File: src/rtl/lkrc_pkg.sv
// Shared types and codes for the keyed LRU result cache.
// No dependencies; the cell and the top level use it by scoped names.
package lkrc_pkg;

  // operation codes
  localparam logic [1:0] OP_LOOKUP = 2'd0;
  localparam logic [1:0] OP_INSERT = 2'd1;
  localparam logic [1:0] OP_CLEAR  = 2'd2;

  typedef struct packed {
    logic [1:0]         operation;
    logic [15:0]        center_index;
    logic signed [31:0] coord_a;
    logic signed [31:0] coord_b;
    logic signed [31:0] coord_c;
    logic signed [31:0] coord_d;
    logic signed [31:0] coord_e;
    logic signed [31:0] coord_f;
    logic [31:0]        value_in;
  } req_t;

  typedef struct packed {
    logic        found;
    logic [31:0] value_out;
    logic [6:0]  entries_used;
    logic [31:0] hit_total;
    logic [31:0] miss_total;
  } rsp_t;

  // full key of one entry
  typedef struct packed {
    logic [15:0] center;
    logic [31:0] c0;
    logic [31:0] c1;
    logic [31:0] c2;
    logic [31:0] c3;
    logic [31:0] c4;
    logic [31:0] c5;
  } key_t;

  // update command broadcast to every cell
  typedef struct packed {
    logic clear;      // drop every entry, reset ranks
    logic promote;    // one cell becomes most recent
    logic tgt_match;  // target is the cell that matched
    logic tgt_fill;   // target is the cell at the fill index
    logic tgt_evict;  // target is the least recent cell
    logic use_limit;  // age only cells younger than the limit
    logic new_key;    // target takes the key and turns valid
    logic write_val;  // target takes the value
  } cell_cmd_t;

endpackage

File: src/rtl/lkrc_cell.sv
// One cache entry: key, value, valid bit and recency rank.
// Depends on lkrc_pkg for the key and command types.
module lkrc_cell #(
  parameter int CAPACITY = 64,
  parameter int IDX      = 0,
  parameter int RANK_W   = 6,
  parameter int CNT_W    = 7
) (
  input  logic                clk,
  input  logic                rst,
  input  logic                cmp_en,
  input  lkrc_pkg::key_t      key,
  input  logic [31:0]         value,
  input  lkrc_pkg::cell_cmd_t cmd,
  input  logic [RANK_W-1:0]   limit,
  input  logic [CNT_W-1:0]    fill_count,
  output logic                match,
  output logic [31:0]         stored_value,
  output logic [RANK_W-1:0]   rank
);

  logic           valid;
  lkrc_pkg::key_t stored_key;
  logic           target;

  // register the key compare
  always_ff @(posedge clk) begin
    if (rst) begin
      match <= 1'b0;
    end else if (cmp_en) begin
      match <= valid && (stored_key == key);
    end
  end

  // pick this cell as the one to promote
  always_comb begin
    target = (cmd.tgt_match && match) ||
             (cmd.tgt_fill && (fill_count == CNT_W'(IDX))) ||
             (cmd.tgt_evict && valid && (rank == RANK_W'(CAPACITY - 1)));
  end

  // apply the update: clear, promote, or age
  always_ff @(posedge clk) begin
    if (rst) begin
      valid <= 1'b0;
      rank  <= '0;
    end else if (cmd.clear) begin
      valid <= 1'b0;
      rank  <= '0;
    end else if (cmd.promote) begin
      if (target) begin
        rank <= '0;
        if (cmd.new_key) begin
          valid <= 1'b1;
        end
      end else if (valid && (!cmd.use_limit || (rank < limit))) begin
        rank <= rank + 1'b1;
      end
    end
  end

  // hold key and value
  always_ff @(posedge clk) begin
    if (cmd.promote && !cmd.clear && target) begin
      if (cmd.new_key) begin
        stored_key <= key;
      end
      if (cmd.write_val) begin
        stored_value <= value;
      end
    end
  end

endmodule

File: config.mk
export PLATFORM = sky130hd
export DESIGN_NAME = lkrc_cell
export DESIGN_NICKNAME = d
export VERILOG_FILES = /design/src/rtl/lkrc_pkg.sv /design/src/rtl/lkrc_cell.sv
export SDC_FILE = /design/constraint.sdc
export NUM_CORES = 1
export LEC_CHECK = 0
export ABC_AREA = 1
export ABC_CLOCK_PERIOD_IN_PS = 20200
export BUFFER_PORTS_ARGS = -buffer_cell sky130_fd_sc_hd__buf_4
export CORE_ASPECT_RATIO = 1.2
export CORE_MARGIN = 5
export CORE_UTILIZATION = 25
export DETAILED_ROUTE_END_ITERATION = 16
export GPL_ROUTABILITY_DRIVEN = 0
export GPL_TIMING_DRIVEN = 0
export HOLD_SLACK_MARGIN = 0.02
export PLACE_DENSITY_LB_ADDON = 0.1
export SYNTH_ARGS = -nofsm -noshare
export SYNTH_HDL_FRONTEND = slang
export SYNTH_SLANG_ARGS = --single-unit
File: constraint.sdc
create_clock -name clk -period 20.2 [get_ports clk]
set_clock_uncertainty 0.2 [all_clocks]
set_input_delay 4.04 -clock clk [delete_from_list [all_inputs] [get_ports clk]]
set_output_delay 4.04 -clock clk [all_outputs]
set_load 0.02 [all_outputs]
# [After elaboration in Yosys (flattened, before gate mapping)]
# Index checks and enable logic that the tools add are counted.
# W data, S select, Z words.
[totals] ff_bits=248 output_inout_bits=39
[op_classes] muxes=2 reduce_logical=20 n_lt_le_gt_ge=1 eq_ne=2 n_addsub=1
[op_table] op="$eq A208 B208 Y1" count=1
[op_table] op="$mux W6" count=2
[op_table] op="$logic_and A1 B1 Y1" count=8
[op_table] op="$logic_not A7 Y1" count=1
[op_table] op="$add A6 B1 Y6 const B" count=1
[op_table] op="$eq A6 B6 Y1 const B" count=1
[op_table] op="$lt A6 B6 Y1" count=1
[op_table] op="$reduce_and A2 Y1" count=3
[op_table] op="$logic_or A1 B1 Y1" count=3
[op_table] op="$reduce_and A3 Y1" count=1
[op_table] op="$logic_not A1 Y1" count=2
[op_table] op="$reduce_bool A2 Y1" count=1
[op_table] op="$reduce_or A2 Y1" count=1

# [Longest topological paths before layout]
[logic_depth] depth_word=6 mapped_depth=12

# [Worst setup path after synthesis]
# No wires, ideal clock.
[synth_timing] path_type="in2reg" startpoint="input port fill_count[0]" endpoint="register stored_key[0] in the netlist's numbering, enable pin" path_slack_ps=5846 setup_time_ps=782 t_required_ps=19218 arrival_ps=13372 stages=8 path_cell_list="nor2_1 nand4_1 nor3_1 or2_4 nand2_8 inv_4 nand2_1 nor2_1"
[synth_via] elab_chain_len=6
[synth_lines] element="start, declared" line_no="lkrc_cell.sv:16" text="input logic [CNT_W-1:0] fill_count,"
[synth_lines] element="$logic_not A7 Y1" line_no="lkrc_cell.sv:38" text="(cmd.tgt_fill && (fill_count == CNT_W'(IDX))) ||"
[synth_lines] element="$logic_and A1 B1 Y1" line_no="lkrc_cell.sv:38"
[synth_lines] element="$logic_or A1 B1 Y1" line_no="lkrc_cell.sv:37" text="target = (cmd.tgt_match && match) ||"
[synth_lines] element="$logic_or A1 B1 Y1" line_no="lkrc_cell.sv:38"
[synth_lines] element="$logic_and A1 B1 Y1" line_no="lkrc_cell.sv:64" text="if (cmd.promote && !cmd.clear && target) begin"
[synth_lines] element="$reduce_and A2 Y1 (no line)"
[synth_lines] element="end signal, assigned" line_no="lkrc_cell.sv:66" text="stored_key <= key;"
[synth_lines] element="end, declared" line_no="lkrc_cell.sv:23" text="lkrc_pkg::key_t stored_key;"
# No other way between the ends.
# A chain may end at the register's enable or synchronous reset.

# [Final worst setup path]
[layout_timing] startpoint="input port fill_count[0]" endpoint="register stored_key[52] in the netlist's numbering, enable pin"
# The elaborated chain is that of the path after synthesis.

==> flow_results.xml <==
<?xml version="1.0" encoding="UTF-8"?>
<metrics>
  <group name="power_and_ir_drop">
    <metric name="power_per_unit_of_standard_cell_area" unit="mW/mm^2">75.3</metric>
    <metric name="p_leak" unit="nW">7.35</metric>
    <metric name="vdd_ir_drop_max" unit="mV">0.0656</metric>
    <metric name="p_total" unit="mW">1.20</metric>
  </group>
  <group name="worst_setup_path">
    <metric name="ff2ff_setup_slack" unit="ns">16.83</metric>
    <metric name="worstReg2RegStart" unit="">rank[1]$_SDFFE_PP0P_</metric>
    <metric name="rr_endpoint" unit="">stored_key[52]$_DFFE_PP_</metric>
    <metric name="critical_path_required" unit="ns">20.26</metric>
    <metric name="slowest_stage" unit="">nor2_4</metric>
    <metric name="critPathArrivalTime" unit="ns">6.37</metric>
    <metric name="cp_slowest_stage_delay" unit="ns">0.43</metric>
    <metric name="worstSetupPathType" unit="">input port to flop</metric>
    <metric name="start_kind" unit="">input port</metric>
    <metric name="critPathLaunch" unit="">fill_count[0]</metric>
    <metric name="r2r_cells" unit="">14</metric>
    <metric name="worstPathCellList" unit="">buf_4, nor2_1, nand4_1, nor3_1, or2_4, nand2_8, inv_4, nand2_1, nor2_4, buf_16, buf_12, buf_12, buf_12</metric>
    <metric name="critPathMaxFanout" unit="">30</metric>
    <metric name="worstSetupEndpointType" unit="">flop</metric>
    <metric name="cp_common_cell" unit="">buf_12</metric>
  </group>
  <group name="clock_tree">
    <metric name="post_cts_resized" unit="">0</metric>
    <metric name="cts_made_buffers" unit="">30</metric>
    <metric name="ctsLongestPathBuffers" unit="">3</metric>
    <metric name="clk-insertion-delay-late" unit="ns">0.57</metric>
    <metric name="clk_transition_reported_paths" unit="ns">0.06</metric>
    <metric name="root_buffer" unit="">clkbuf_16</metric>
    <metric name="ctsHtreeMaxLevel" unit="">1</metric>
    <metric name="tritoncts_clock_tree" unit="">done</metric>
    <metric name="post_cts_buffers" unit="">0</metric>
    <metric name="number_of_buffers_inserted_for_hold_repair_after_clock_tree_synthesis" unit="">0</metric>
    <metric name="cts_num_sinks" unit="">248</metric>
  </group>
  <group name="synth">
    <metric name="synth_seq_cells" unit="">248</metric>
    <metric name="netlist-cell-type-count" unit="">30</metric>
    <metric name="postSynthNetCount" unit="">1559</metric>
    <metric name="synth_enable_flop_cells" unit="">240</metric>
    <metric name="post_synth_instance_area" unit="sq mm">0.0117</metric>
    <metric name="asyncSetResetFlopFracSynth" unit="">0</metric>
    <metric name="synth_flop_cell" unit="">edfxtp_1</metric>
    <metric name="yosysSeqAreaShare" unit="">0.631</metric>
    <metric name="synth_warnings" unit="">0</metric>
    <metric name="synthCells" unit="">1289</metric>
    <metric name="synth_area_per_cell" unit="sq um">9.05</metric>
  </group>
  <group name="routing">
    <metric name="post_drt_via_cell_ratio" unit="">3.88</metric>
    <metric name="ant_nets" unit="">0</metric>
    <metric name="routed_wl" unit="um">32300</metric>
    <metric name="via_count" unit="">8823</metric>
    <metric name="route.detailed.drc" unit="">0</metric>
    <metric name="initialDrtViolationCount" unit="">312</metric>
    <metric name="drt-pass1-iter-count" unit="">4</metric>
    <metric name="wire_per_inst" unit="um">14.2</metric>
  </group>
  <group name="grt">
    <metric name="largest_net_degree_at_the_start_of_global_routing" unit="">31</metric>
    <metric name="grt_overflow" unit="">0</metric>
    <metric name="antenna_found_initial" unit="">5</metric>
    <metric name="via_count_of_the_first_global_routing_pass" unit="">8635</metric>
    <metric name="globalRouteTotalUtil" unit="">0.122</metric>
    <metric name="global_route_wire_length_before_repair" unit="um">49000</metric>
  </group>
  <group name="timing">
    <metric name="timing_max_transition_violations_final" unit="">0</metric>
    <metric name="worst_slew_pin_slew" unit="ns">0.742</metric>
    <metric name="fin_ws" unit="ns">13.90</metric>
    <metric name="timing.max_slew.rel_slack" unit="">0.503</metric>
    <metric name="final_period_minus_worst_setup_slack" unit="ns">6.30</metric>
    <metric name="setup_viol" unit="">0</metric>
    <metric name="fmaxAchievable" unit="MHz">159</metric>
    <metric name="post-route-period-util" unit="">0.312</metric>
    <metric name="timing_hold_violations_final" unit="">0</metric>
    <metric name="rsz0062_at_grt" unit="">no</metric>
  </group>
  <group name="place">
    <metric name="place_ws" unit="ns">13.25</metric>
    <metric name="dpl-instance-area" unit="sq mm">0.0149</metric>
    <metric name="buffer_ports.inserted" unit="">302</metric>
    <metric name="dp.final_hpwl" unit="um">25600</metric>
  </group>
  <group name="worst_hold_path">
    <metric name="min_delay_path_depth" unit="">2</metric>
    <metric name="min_from" unit="">valid$_SDFFE_PP0P_</metric>
    <metric name="holdPathEnd" unit="">valid$_SDFFE_PP0P_</metric>
    <metric name="path_type_of_the_worst_min_delay_path" unit="">flop to flop</metric>
  </group>
  <group name="outcome">
    <metric name="result_of_the_run" unit="">completed</metric>
  </group>
  <group name="die">
    <metric name="floorplan.die_area" unit="sq mm">0.0511</metric>
    <metric name="dieHeight" unit="um">247</metric>
    <metric name="initial_util" unit="">0.253</metric>
    <metric name="floorplan.io_pins" unit="">303</metric>
    <metric name="floorplan.core_area" unit="sq mm">0.0461</metric>
    <metric name="die_x_extent" unit="um">207</metric>
    <metric name="std_cell_rows" unit="">86</metric>
  </group>
  <group name="flow_run">
    <metric name="maxCapViolCount" unit="">0</metric>
  </group>
  <group name="layout">
    <metric name="register_area" unit="sq mm">0.00737</metric>
    <metric name="area_of_combinational_cells_with_multiple_inputs" unit="sq mm">0.00329</metric>
    <metric name="postLayoutCoreUtil" unit="">0.346</metric>
    <metric name="layout.nets" unit="">1903</metric>
    <metric name="drive_gt1_frac" unit="">0.234</metric>
    <metric name="fill_cells" unit="">4774</metric>
    <metric name="synthToLayoutAreaGrowth" unit="%">36.5</metric>
    <metric name="design_area" unit="sq mm">0.0159</metric>
  </group>
</metrics>
metal layers:
metal,vias to the layer above,wire (um),GRT usage
li1,4708,-,-
met1,3845,13900,0.148
met2,223,15200,0.208
met3,39,2580,0.0425
met4,8,560,0.0317
met5,-,61,0
worst max-delay path, delay by kind of cell:
kind | cells | cell delay (ns)
buffers and inverters | 6 | 1.10
and+or+nand+nor | 7 | 1.16
worst max-delay path by stage:
| stage | end | slack [ns] |
|---|---|---|
| detailed placement | stored_key[184]$_DFFE_PP_ | 13.25 |
| floorplan | stored_key[0]$_DFFE_PP_ | 5.85 |
| global route | stored_key[36]$_DFFE_PP_ | 13.74 |
| finish | stored_key[52]$_DFFE_PP_ | 13.90 |
| global placement | stored_key[184]$_DFFE_PP_ | -0.17 |
| CTS | stored_key[184]$_DFFE_PP_ | 13.88 |
metrics by stage:
stage | hold slack (ns) | std cells | TNS (ns)
2_1_floorplan | 0.268 | 1289 | 0
3_3_place_gp | 0.289 | 2207 | -30.83
3_5_place_dp | 0.307 | 2217 | 0
4_1_cts | 0.315 | 2273 | 0
5_1_grt | 0.340 | 2273 | 0
6_report | 0.309 | 2275 | 0
cell families (layout without fill, tap and decap cells):
| logic type | count (synthesis) | count (layout) | synth area share |
|---|---|---|---|
| AOI/OAI and AO/OA | 94 | 94 | 0.0423 |
| xor gates and xnor gates | 19 | 19 | 0.0143 |
| adders and majority gates | 6 | 6 | 0.00643 |
| buffers and inverters | 271 | 639 | 0.0874 |
| DFF | 248 | 248 | 0.631 |
| other | 0 | 2 | 0 |
| and+or+nand+nor | 651 | 651 | 0.218 |
placed cells by master, fill, tap and decap left out, types with 9 or more instances in the layout:
cell	count
nor2_1	214
buf_4	302
o22ai_1	9
xnor2_1	11
a21oi_1	10
o21ai_1	33
clkbuf_16	31
inv_2	12
inv_1	258
nand2_1	408
o21ai_0	38
edfxtp_1	240
synthesized netlist by cell type, drive strengths merged, types with 2 or more instances:
master,number,area share
nand2,413,0.14
ha,6,0.0064
xor2,8,0.0060
nor2,221,0.073
o21bai,2,0.0013
xnor2,11,0.0083
o22ai,9,0.0048
o21ai,71,0.030
nand4,3,0.0016
inv,271,0.087
edfxtp,240,0.62
nand3,9,0.0043
dfxtp,8,0.014
a21oi,11,0.0050
flip-flops by register name, indices dropped and copies added (netlist names):
name and cells:
match 1, rank 6, stored_key 208, stored_value 32
valid 1
where the power goes:
part	switching, mW	internal [mW]	leakage (nW)
clock network	0.223	0.332	0.491
logic	0.0351	0.0450	4.64
registers	0.000117	0.564	2.22
cell type report:
type,count,area share
flip-flops and latches,248,0.463
multi-input cells,770,0.207
repair buffers,312,0.155
inverters,271,0.0640
clock buffers,41,0.0536
well taps,616,0.0484
clock inverters,15,0.00966
diodes,2,0.000314
Power figures use the tool's default switching activity.
